**src/kptmm_pkg.sv**
```systemverilog
// ----------------------------------------------------------------------------
// kptmm_pkg
// Types shared by the keyed price table: channel payloads, the token that
// sweeps the cell chain, and the control states.
// ----------------------------------------------------------------------------
package kptmm_pkg;

    localparam int unsigned StampW = 32;
    localparam int unsigned PriceW = 32;

    typedef struct packed {
        logic [StampW-1:0] stamp;
        logic [PriceW-1:0] price_in;
    } kptmm_item_t;

    typedef struct packed {
        logic [PriceW-1:0] latest_price;
        logic [PriceW-1:0] max_price;
        logic [PriceW-1:0] min_price;
        logic              dropped_full;
    } kptmm_result_t;

    // Sweep token, handed from cell to cell
    typedef struct packed {
        logic              valid;
        logic [StampW-1:0] stamp;
        logic [PriceW-1:0] price;
        logic [StampW-1:0] newest;
        logic              hit;
        logic              seen;
        logic [PriceW-1:0] hi;
        logic [PriceW-1:0] lo;
        logic [PriceW-1:0] cur;
    } kptmm_token_t;

    typedef enum logic {
        KPTMM_IDLE,
        KPTMM_SWEEP
    } kptmm_state_t;

endpackage

```
**src/kptmm_cell.sv**
```systemverilog
// ----------------------------------------------------------------------------
// kptmm_cell
// One table entry. Updates itself when the sweep token passes, folds its
// price into the running max/min/latest, and ends the sweep if it was free.
// ----------------------------------------------------------------------------
module kptmm_cell
    import kptmm_pkg::*;
(
    input  logic          clk,
    input  logic          rst_n,
    input  kptmm_token_t  tok_in,
    output kptmm_token_t  tok_out,
    output kptmm_result_t res,
    output logic          res_valid,
    output logic          occupied
);

    logic [StampW-1:0] stamp_reg;
    logic [PriceW-1:0] price_reg;
    logic              valid_reg;
    logic              valid_next;

    kptmm_token_t  tok_reg;
    kptmm_token_t  tok_next;
    kptmm_result_t res_reg;
    kptmm_result_t res_next;
    logic          res_valid_reg;
    logic          res_valid_next;

    logic              match;
    logic              fill;
    logic              live;
    logic [PriceW-1:0] price_eff;
    logic [StampW-1:0] stamp_eff;

    always_comb
    begin
        match     = tok_in.valid && valid_reg && (stamp_reg == tok_in.stamp);
        // entries fill from the bottom, so the first free cell is the slot
        fill      = tok_in.valid && !valid_reg && !tok_in.hit;
        live      = valid_reg || fill;
        price_eff = (match || fill) ? tok_in.price : price_reg;
        stamp_eff = fill ? tok_in.stamp : stamp_reg;
        valid_next = valid_reg || fill;

        tok_next       = tok_in;
        tok_next.valid = tok_in.valid && valid_reg;
        tok_next.hit   = tok_in.hit || match;
        if (live)
        begin
            tok_next.seen = 1'b1;
            if (!tok_in.seen)
            begin
                tok_next.hi = price_eff;
                tok_next.lo = price_eff;
            end
            else
            begin
                tok_next.hi = (price_eff > tok_in.hi) ? price_eff : tok_in.hi;
                tok_next.lo = (price_eff < tok_in.lo) ? price_eff : tok_in.lo;
            end
            if (stamp_eff == tok_in.newest)
            begin
                tok_next.cur = price_eff;
            end
        end

        // a free cell ends the sweep: nothing above it is live
        res_valid_next        = tok_in.valid && !valid_reg;
        res_next.latest_price = tok_next.cur;
        res_next.max_price    = tok_next.hi;
        res_next.min_price    = tok_next.lo;
        res_next.dropped_full = 1'b0;
    end

    always_ff @(posedge clk or negedge rst_n)
    begin
        if (!rst_n)
        begin
            valid_reg     <= 1'b0;
            tok_reg       <= '0;
            res_valid_reg <= 1'b0;
        end
        else
        begin
            valid_reg     <= valid_next;
            tok_reg       <= tok_next;
            res_valid_reg <= res_valid_next;
        end
    end

    always_ff @(posedge clk)
    begin
        if (match || fill)
        begin
            price_reg <= tok_in.price;
        end
        if (fill)
        begin
            stamp_reg <= tok_in.stamp;
        end
        res_reg        <= res_next;
    end

    assign tok_out   = tok_reg;
    assign res       = res_valid_reg ? res_reg : '0;
    assign res_valid = res_valid_reg;
    assign occupied  = valid_reg;

endmodule

```
**config.mk**
```make
export PLATFORM = sky130hd
export DESIGN_NAME = kptmm_cell
export DESIGN_NICKNAME = d
export VERILOG_FILES = /design/src/kptmm_pkg.sv /design/src/kptmm_cell.sv
export SDC_FILE = /design/constraint.sdc
export NUM_CORES = 1
export LEC_CHECK = 0
export BUFFER_PORTS_ARGS = -buffer_cell sky130_fd_sc_hd__buf_2
export CORE_AREA = 3 3 192 194
export CTS_CLUSTER_SIZE = 24
export DETAILED_ROUTE_END_ITERATION = 7
export DIE_AREA = 0 0 195 197
export GPL_TIMING_DRIVEN = 0
export PLACE_DENSITY = 0.6
export SYNTH_ARGS = -nofsm -noshare
export SYNTH_HDL_FRONTEND = slang
export SYNTH_SLANG_ARGS = --single-unit
```
**constraint.sdc**
```tcl
create_clock -name clk -period 5.59 [get_ports clk]
set_input_delay 0.559 -clock clk [delete_from_list [all_inputs] [get_ports clk]]
set_output_delay 0.559 -clock clk [all_outputs]
set_load 0.03 [all_outputs]
```
==> impl_results.md, run 1 <==
* Status: finished, final reports clean
* HPWL Detailed at 32500 µm
* DIE AREA at 0.0384 mm²
* Routed Antenna Nets at 0
* Placed Cells incl. Taps at about 2000
* Worst-Margin Slew at 844 ps
* Setup Skew at 19.8 ps
* VDD IR max at a little under 0.3 mV
* DP Area at approximately 0.016 mm²
* Launching point of the worst reg2reg path: occupied
* Worst Setup End Kind: flop
* Remaining DRCs at 0
* Row count at between 60 and 70
* Number of flops mapped to enable cells by yosys at 0
* Yosys top cell by area: dfrtp_1
* Core area at roughly 0.035 mm²
* R2R cell count at 15
* Synth cell count leaders: dfrtp_1, dfxtp_1, mux2_2
* Register area share after synthesis at 0.615
* Top FF cell, synth: dfrtp_1
* Initial Utilization at 0.373
* Initial antenna violation count at 8
* Most common cell in the netlist: dfrtp_1
* Reg clk slew, reported paths at approximately 60 ps
* Die Span X at 195 µm
* Hold crit path type: primary input to flop
* Slew Viols, Final at 0
* Internal at between 0.005 and 0.006 W
* Global-route wire length before repair at between 60000 and 70000 µm
* Post-synth ARST share at 0.552
* Routed len/inst at 20.6 µm
* Min-Delay Endpoint: tok_out[137]
* Tmin final at between 5000 and 6000 ps
* Worst reg2reg setup slack at around 330 ps
* Port bufs at 489
* Largest net degree at the start of global routing at 74
* Yosys top cell area share at 0.373
* Root buffer cell: clkbuf_16
* Switching part of the total power at 0.326
* Final Hold Fails at 0
* Nets at around 1800
* Starting DRT DRC Count at 247
* Critical path peak fanout at 10
* H-Tree Depth at 2
* Cells after Synth at 998
* Synth area leaders: dfrtp_1, dfxtp_1, mux2_2
* Critical path required time at 5980 ps
* GRT Util Overall at 0.210
* Pwr dens at 473 mW/mm²
* Final setup viols at 0
* Sequential fraction of design power at 0.402
* Worst Hold Depth at 1
* Wire length on met2 at 20900 µm
* Ports at 491
* Worst Path Arrival at between 5000 and 6000 ps
* Slack of the critical path at between 300 and 400 ps
* Worst Setup Start Kind: flop
* Clock Path Buffers at 3
* Vias in the first global route at around 10000
* Syn nets at 1258
* Yosys reg bits at about 360
* Max cap viols at 0
* Lkg Pwr at 8.78 nW
* CTS tree: done
* R2r endpoint: tok_out[74]
* Clk Latency, worst-skew pair at 520 ps
* Slew headroom at 0.433
* Critical path class: flop to flop
* Clock Sinks at approximately 360
* Die Span Y at 197 µm
* Global route total overflow at 0
* Avg Inst Size Synth at 13.2 µm²
* Share of cells above drive strength 1 at 0.468
* Yosys warns at 0
* Vias at about 9400
* Setup bufs post-CTS at 0
* Final Cell Area at 0.0177 mm²
* Highest metal used: met5
* Max Clk Rate at 190 MHz
* Netlist cell types at 54
* Post-Place Setup Slack at -1050 ps
* Area delta synth->final at 33.6%
* Num CTS Buffers at 38
* TritonRoute pass-1 iters at 5
* Final WL at approximately 42000 µm
* Final period util at 0.941
* Routed met3 length at 2950 µm
* Logic pwr share at 0.290
* Netlist Area Pre-Place at 0.0132 mm²
* M1 WL at between 15000 and 20000 µm
* Max FFs per register at 195
* RePlAce Congestion at 0.783
* Min-Delay Startpoint: tok_in[137]
* Via-to-Cell Ratio at roughly 4.6
* Final cell count without fillers at 2023
* Clock share of power at 0.308
* Net Switching at 0.00272 W
* Hold WS at 158 ps
-- worst max path at each step --
stage / from / endpoint / cells past startpoint
floorplan: tok_in[194] / tok_out[66] / 15
global placement: tok_in[194] / tok_out[77] / 16
detailed placement: tok_in[194] / tok_out[77] / 16
CTS: occupied / tok_out[77] / 15
global route: occupied / tok_out[93] / 15
finish: occupied / tok_out[74] / 15
-- metal layers --
layer | vias to the layer above | track usage
met2 | 336 | 0.371
met3 | 68 | 0.0556
met1 | 4530 | 0.255
met5 | - | 0
met4 | 8 | 0.0565
li1 | 4436 | -
-- stage by stage --
stage | setup TNS, ps | util | power (W)
after floorplan | 0 | - | 0.00499
after global routing | -172 | 0.499 | 0.00878
after global placement | -95700 | 0.459 | 0.00581
after detailed placement | -99650 | 0.461 | 0.00584
after CTS | 0 | 0.498 | 0.00846
final | 0 | 0.499 | 0.00836
-- cells by family after synthesis --
kind of cell               Yosys count  synth area share
DFF                                357             0.615
and+or+nand+nor                    191            0.0866
muxes                              156             0.133
buffers and inverters              103            0.0323
AOI/OAI and AO/OA                   68            0.0339
adders and majority gates           63            0.0596
xor gates and xnor gates            59            0.0391
other                                1          0.000284
-- layout by cell type (no fill, tap or decap), drive strengths merged, types with 5 or more instances in the layout --
cell	n
nand4	15
dfrtp	197
nor2	18
ha	63
clkinv	5
a21oi	13
nor4	7
nor2b	5
and2	97
xor2	27
clkbuf	73
inv	77
mux2	155
xnor2	32
dfxtp	160
o211ai	5
buf	504
o21ai	19
a21o	9
nand3	13
nor3	9
nand2	10
-- worst max-delay path: stages (launching register included) --
cell and delay, ps:
dfrtp_1 490, nor3b_4 460, buf_2 340, buf_2 300, a31oi_4 110, clkbuf_2 340
mux2_2 400, ha_1 330, nand3_1 130, nor3_2 330, nand3_1 200, or3_1 420
o21a_1 210, o21ai_1 270, buf_2 380, mux2_2 410
-- power groups by stage --
stage | sequential [W] | clock [W] | combinational [W]
after floorplan | 0.00382 | 0 | 0.00117
after global placement | 0.00339 | 0 | 0.00242
after detailed placement | 0.00340 | 0 | 0.00244
after CTS | 0.00336 | 0.00264 | 0.00246
after global routing | 0.00342 | 0.00273 | 0.00263
final | 0.00336 | 0.00258 | 0.00242
-- area by class of cell --
| cell class | count | area (µm²) |
|---|---|---|
| Fill cell | 3218 | 17700 |
| Sequential cell | 357 | 8130 |
| Multi-Input combinational cell | 538 | 4690 |
| Timing Repair Buffer | 492 | 2520 |
| Clock buffer | 59 | 1160 |
| Tap cell | 461 | 577 |
| Inverter | 76 | 285 |
| Buffer | 27 | 154 |
| Clock inverter | 10 | 135 |
| Antenna cell | 3 | 7.51 |
-- timing repair --
action | in CTS | in global routing
setup endpoints to repair | 126 | 120
endpoints found under the hold margin | 16 | 0
hold buffers | 1 | 0
resized for setup | 9 | 9
(Power assumes the default switching activity.)
==> run 2, diff against run 1 <==
--- a/config.mk
+++ b/config.mk
@@ -5,13 +5,14 @@
 export SDC_FILE = /design/constraint.sdc
 export NUM_CORES = 1
 export LEC_CHECK = 0
+export ABC_AREA = 1
 export BUFFER_PORTS_ARGS = -buffer_cell sky130_fd_sc_hd__buf_2
-export CORE_AREA = 3 3 192 194
+export CORE_AREA = 3 3 191 193
 export CTS_CLUSTER_SIZE = 24
 export DETAILED_ROUTE_END_ITERATION = 7
-export DIE_AREA = 0 0 195 197
+export DIE_AREA = 0 0 194 196
 export GPL_TIMING_DRIVEN = 0
-export PLACE_DENSITY = 0.6
+export PLACE_DENSITY = 0.61
 export SYNTH_ARGS = -nofsm -noshare
 export SYNTH_HDL_FRONTEND = slang
 export SYNTH_SLANG_ARGS = --single-unit
==> run 2 against run 1 <==
Global-route usage rose by 2.1 points; synthesized cell count rose by 40%; design area rose by 1.0%; sequential share of layout area fell by 0.47 points; power rose by 7.3%; register-to-register slack improved by 270 ps; final cell count rose by 20%; area after synthesis rose by 1.6%; maximum frequency rose by 5.4%; combinational power rose by 22%; flip-flop and latch count did not move; clock-buffer cell count fell by 2; highest routed layer unchanged.
==> impl_results.md, run 2 <==
* Commonest cells after routing, fill and taps aside: buf_2, nand2_1, inv_1, dfrtp_1, dfxtp_1
* Reg clk slew, reported paths at 60 ps
* Remaining DRCs at 0
* Via-to-Cell Ratio at between 4 and 5
* Yosys top cell by area: dfrtp_1
* Netlist Area Pre-Place at 0.0134 mm²
* Final setup viols at 0
* Clock Path Buffers at 3
* CTS tree: done
* TritonRoute pass-1 iters at 4
* Yosys warns at 0
* Synth area leaders: dfrtp_1, dfxtp_1, nand2_1
* Share of cells above drive strength 1 at 0.316
* Met1 Use GR at 0.299
* HPWL Detailed at 35900 µm
* Row count at 68
* Max Clk Rate at 200 MHz
* Final Hold Fails at 0
* Hold crit path type: primary input to flop
* RePlAce Congestion at 0.861
* Core area at between 0.03 and 0.04 mm²
* Yosys top cell area share at 0.367
* Met2 usage at 0.390
* Most common cell in the netlist: nand2_1
* Critical path peak fanout at 10
* GRT Max-Usage Layer: met2
* Root buffer cell: clkbuf_16
* Worst Setup End Kind: flop
* Max FFs per register at 195
* Port bufs at between 400 and 500
* GRT Util Overall at 0.231
* RSZ-0062 raised after global routing: false
* Clock Sinks at 357
* Global-route wire length before repair at a little under 70000 µm
* Die Span X at approximately 190 µm
* Num CTS Buffers at 39
* Synth cell count leaders: nand2_1, inv_1, dfrtp_1
* R2R cell count at 20
* Worst Hold Depth at 1
* Netlist cell types at 44
* Number of flops mapped to enable cells by yosys at 0
* Syn nets at ~1700
* Slew Viols, Final at 0
* Power, Total at around 0.0090 W
* Cells after Synth at 1402
* Final core area utilization at 0.514
* Nets at about 2200
* Met3 GRT Util at 0.0491
* Die Span Y at between 150 and 200 µm
* Multi-input gate area at 0.00427 mm²
* Pwr dens at 502 mW/mm²
* Routed Antenna Nets at 0
* Fill cells at roughly 3300
* Worst reg2reg setup slack at 600 ps
* Top FF cell, synth: dfrtp_1
* Max cap viols at 0
* Initial Utilization at 0.387
* Ports at 491
* Final period util at 0.893
* Critical path class: flop to flop
* Vias at around 11000
* H-Tree Depth at 2
* Area delta synth->final at 32.8%
* Status: finished, final reports clean
* Starting DRT DRC Count at 571
* Vias in the first global route at 11300
* Critical path required time at 5920 ps
* Most common cell after layout, fill and taps aside: buf_2
* Avg Inst Size Synth at 9.58 µm²
* Final WL at around 45000 µm
* Setup Skew at 17.9 ps
* Worst Path Arrival at 5320 ps
* DIE AREA at ~0.038 mm²
* Routed len/inst at roughly 19 µm
* VDD IR max at 0.267 mV
* Initial antenna violation count at 10
* Setup_tns at 0 ps
* Worst-Margin Slew at 832 ps
* Clk Latency, worst-skew pair at 530 ps
* Register area at 0.00813 mm²
* Post-synth ARST share at 0.552
* Slew headroom at 0.446
* Yosys reg bits at 357
* Lkg Pwr at between 10 and 15 nW
* Tmin final at approximately 5000 ps
* Worst Setup Start Kind: flop
* Register area share after synthesis at 0.605
* Largest net degree at the start of global routing at 83
* Global route total overflow at 0
==> run 2: changes by cell type after synthesis, sizes merged, moves of 11 or more <==
cell / change
nand3: +33
a21oi: +20
xnor2: -23
nand2: +395
inv: +147
clkbuf: +11
o21ai: +79
and2: -97
mux2: -124
==> run 2: kinds of logic after synthesis <==
family | Yosys count | share of synthesized area
AOI/OAI and AO/OA | 154 | 0.0627
xor gates and xnor gates | 31 | 0.0202
adders and majority gates | 63 | 0.0587
buffers and inverters | 269 | 0.0782
DFF | 357 | 0.605
muxes | 31 | 0.0260
other | 1 | 0.000279
and+or+nand+nor | 496 | 0.149
==> run 2: final cells by class <==
cell class | count | share of cell area
Tap cell | 455 | 0.0319
Antenna cell | 5 | 0.000701
Timing Repair Buffer | 492 | 0.141
Sequential cell | 357 | 0.456
Buffer | 45 | 0.0130
Multi-Input combinational cell | 776 | 0.239
Inverter | 224 | 0.0471
Clock buffer | 57 | 0.0636
Clock inverter | 14 | 0.00729
==> run 2: where the power goes <==
group | switching (W) | internal [W] | leakage [nW]
clock | 0.00103 | 0.00147 | 0.618
combinational | 0.00208 | 0.000871 | 5.80
sequential | 0.000225 | 0.00329 | 3.67
total | 0.00333 | 0.00563 | 10.1
==> run 2: timing repair <==
| item | in CTS | in global routing |
|---|---|---|
| hold buffers | 1 | 0 |
| buffers inserted | 0 | 0 |
| cloned | 0 | 0 |
| gates resized for setup | 9 | 15 |
| pin swaps | 0 | 0 |
| hold endpoints to repair | 49 | 0 |
| setup endpoints to repair | 64 | 64 |
==> run 2: critical path, cell delays in order (launching register included) <==
cell	delay (ps)
dfrtp_1	520
nand2_1	110
a21oi_1	140
nand2_1	70
nor2_1	140
nand2_1	80
nor2_1	100
nand3_1	140
nand2_1	260
clkdlybuf4s15_2	520
mux2_2	460
ha_1	320
nand2_1	70
inv_1	50
nand4_1	210
o221ai_1	240
a21oi_1	120
a32o_1	270
a21oi_4	350
buf_2	350
o21ai_0	250
==> run 2: final timing paths <==
kind	to	start
max	tok_out[66]	occupied
min	tok_out[131]	tok_in[131]
max reg2reg	tok_out[66]	occupied
min reg2reg	stamp_reg[6]	stamp_reg[6]
max in group asynchronous	tok_out[152]	rst_n
min in group asynchronous	tok_out[122]	rst_n
==> run 2: layer usage <==
layer | wire length [µm] | up-vias
met5 | 62 | -
met3 | 3010 | 80
met2 | 21600 | 419
met1 | 19300 | 5197
met4 | 1390 | 8
li1 | - | 5447
==> run 2: per-stage QoR <==
step                      instance area [µm²]  setup WS [ps]  instances  hold WS [ps]
after floorplan                         13400           1480       1402           263
after detailed placement                16500           -885       2348           476
final                                   17800            595       2425           155
after CTS                               17800           22.9       2420           122
after global routing                    17800           50.8       2423           138
after global placement                  16500           -892       2346           472
==> run 3, diff against run 2 <==
--- a/config.mk
+++ b/config.mk
@@ -7,12 +7,13 @@
 export LEC_CHECK = 0
 export ABC_AREA = 1
 export BUFFER_PORTS_ARGS = -buffer_cell sky130_fd_sc_hd__buf_2
-export CORE_AREA = 3 3 191 193
+export CORE_AREA = 3 3 187 189
+export CTS_BUF_LIST = sky130_fd_sc_hd__clkbuf_4
 export CTS_CLUSTER_SIZE = 24
 export DETAILED_ROUTE_END_ITERATION = 7
-export DIE_AREA = 0 0 194 196
+export DIE_AREA = 0 0 190 192
 export GPL_TIMING_DRIVEN = 0
-export PLACE_DENSITY = 0.61
+export PLACE_DENSITY = 0.64
 export SYNTH_ARGS = -nofsm -noshare
 export SYNTH_HDL_FRONTEND = slang
 export SYNTH_SLANG_ARGS = --single-unit
==> constraint.sdc (replaced) <==
create_clock -name clk -period 5.59 [get_ports clk]
set_input_delay 1.3975 -clock clk [delete_from_list [all_inputs] [get_ports clk]]
set_output_delay 1.3975 -clock clk [all_outputs]
set_load 0.03 [all_outputs]
==> run 3 against run 2 <==
Core utilization grew 1.9 points; critical path depth grew 1; design area is essentially flat; power shrank 0.57%; first-iteration DRC count shrank 2.8%; clock-buffer cell count grew 82; register-to-register slack gained 60 ps; worst hold slack gained 340 ps; flip-flop and latch count is the same; largest power group unchanged; highest routed layer unchanged.
==> impl_results.md, run 3 (synthesized netlist as in run 2, its figures left out) <==
* Share of cells above drive strength 1 at 0.344
* Placed Cells incl. Taps at between 2000 and 2500
* Vias at 11700
* Vias in the first global route at 12000
* Routed Antenna Nets at 0
* Lkg Pwr at 10.2 nW
* Hold WS at 497 ps
* Die Span X at 190 µm
* Worst reg2reg setup slack at approximately 660 ps
* Setup_tns at 0 ps
* Pwr dens at 500 mW/mm²
* Worst Path Buf+Inv at 4
* Post-Place Setup Slack at -1360 ps
* R2R cell count at 21
* Critical Path Stages at 21
* Starting DRT DRC Count at around 560
* Clock Sinks at between 300 and 400
* H-Tree Depth at 3
* Routed met3 length at 3680 µm
* Root buffer cell: clkbuf_4
* Largest net degree at the start of global routing at 113
* CP most frequent cell: nand2_1
* Slew headroom at 0.394
* M1 WL at 18200 µm
* Final WL at 45900 µm
* RSZ-0062 raised after global routing: false
* HPWL Detailed at 36000 µm
* Worst Path Arrival at 5740 ps
* Max Clk Rate at 193 MHz
* Global-route wire length before repair at 68400 µm
* Hold buffers post-CTS at 0
* GRT Util Overall at 0.250
* Slew Viols, Final at 0
* Ports at 491
* Num CTS Buffers at 92
* TritonRoute pass-1 iters at 5
* Via-to-Cell Ratio at ~4.6
* Tmin final at 5190 ps
* Highest metal used: met5
* Critical path required time at around 6100 ps
* Initial antenna violation count at 13
* Nets at 2246
* Delay-heaviest family, CP: simple AND/OR/NAND/NOR gates
* DIE AREA at 0.0365 mm²
* Worst Setup Start Kind: primary input
* Setup Skew at 47.2 ps
* CP max stage delay at 460 ps
* Worst Hold Depth at 2
* Die Span Y at 192 µm
* Worst-Margin Slew at 909 ps
* CP cell instances: buf_2, xnor2_1, nand2_1, nor2_1, nand2_1, nor2_1, nand3_1, nand2_1, buf_2, mux2_2, ha_1, nand2_1, nor4_1, inv_1, o21ai_0, nand3_1, a32o_1, a21oi_4, clkbuf_2, nand2_1, o21ai_0
* Initial Utilization at 0.402
* Port bufs at a little under 500
* Remaining DRCs at 0
* Area delta synth->final at 32.7%
* CTS tree: done
* Final period util at 0.929
* Global route total overflow at 0
* Routed len/inst at 18.2 µm
* Reg clk slew, reported paths at 60 ps
* Hold crit path type: flop to flop
* Final cell count without fillers at between 2000 and 3000
* Most common cell after layout, fill and taps aside: buf_2
* VDD IR max at 0.296 mV
* Slack of the critical path at 398 ps
* Commonest cells after routing, fill and taps aside: buf_2, nand2_1, inv_1, dfrtp_1, dfxtp_1
* Status: finished, final reports clean
* Critical path peak fanout at 10
* Final Hold Fails at 0
* Row count at 67
* Max cap viols at 0
* Wire length on met2 at 22100 µm
* Clock Path Buffers at 3
* Critical path's slowest cell: mux2_2
* Core area at 0.0334 mm²
* RePlAce Congestion at around 0.90
* Clk Latency, worst-skew pair at about 760 ps
* Worst Setup End Kind: flop
* Max FFs per register at ~200
* Critical path class: primary input to flop
* Final setup viols at 0
-- run 3: changes by cell type in the layout (fill, tap and decap cells not counted), sizes merged --
cell           previous run  this run
buf                     507       508
clkbuf                   85       166
inv                     226       225
dlygate4sd3               1         0
bufinv                    1         5
diode                     5        10
clkdlybuf4s15             1         0
clkinv                    9        22
-- run 3: final timing paths --
check,startpoint,end
setup / recovery,tok_in[180],tok_out[73]
hold / removal,stamp_reg[6],stamp_reg[6]
setup reg to reg,occupied,tok_out[73]
hold reg to reg,stamp_reg[6],stamp_reg[6]
max in group asynchronous,rst_n,tok_out[34]
min in group asynchronous,rst_n,tok_out[114]
-- run 3: final cells by class --
cell class	instances	area, µm²
Sequential cell	357	8130
Tap cell	448	561
Clock buffer	139	1040
Inverter	224	841
Fill cell	3166	15600
Buffer	45	224
Clock inverter	30	258
Antenna cell	10	25.0
Timing Repair Buffer	490	2480
Multi-Input combinational cell	776	4270
-- run 3: what timing repair did --
| action | 4_1_cts | 5_1_grt |
|---|---|---|
| resized for setup | 7 | 18 |
| endpoints found under the hold margin | 0 | 0 |
| setup buffers | 0 | 0 |
| endpoints found under the setup margin | 64 | 124 |
-- run 3: stage by stage --
step	power, W	instance area (µm²)	utilization
2_1_floorplan	0.00543	13400	-
3_3_place_gp	0.00645	16400	0.492
3_5_place_dp	0.00652	16500	0.493
4_1_cts	0.00900	17800	0.532
5_1_grt	0.00950	17800	0.533
6_report	0.00891	17800	0.533
-- run 3: metal layers --
metal / up-vias / track usage
met5: - / 0
met4: 6 / 0.130
met3: 103 / 0.0714
met2: 516 / 0.410
met1: 5428 / 0.298
li1: 5621 / -
-- run 3: worst register-to-register path: cells and delay by family, from the launching register on --
kind,cells,cell delay (ps)
AO/OA/AOI/OAI,5,1280
adder cells (fa/ha/maj),1,320
buffers and inverters,3,750
flip-flops,1,520
multiplexers,1,470
AND/OR/NAND/NOR,11,1430
-- run 3: power breakdown --
group | total, W | internal, W | switching, W
registers | 0.00353 | 0.00329 | 0.000233
logic | 0.00296 | 0.000868 | 0.00209
clock network | 0.00243 | 0.00137 | 0.00106
total | 0.00891 | 0.00553 | 0.00338
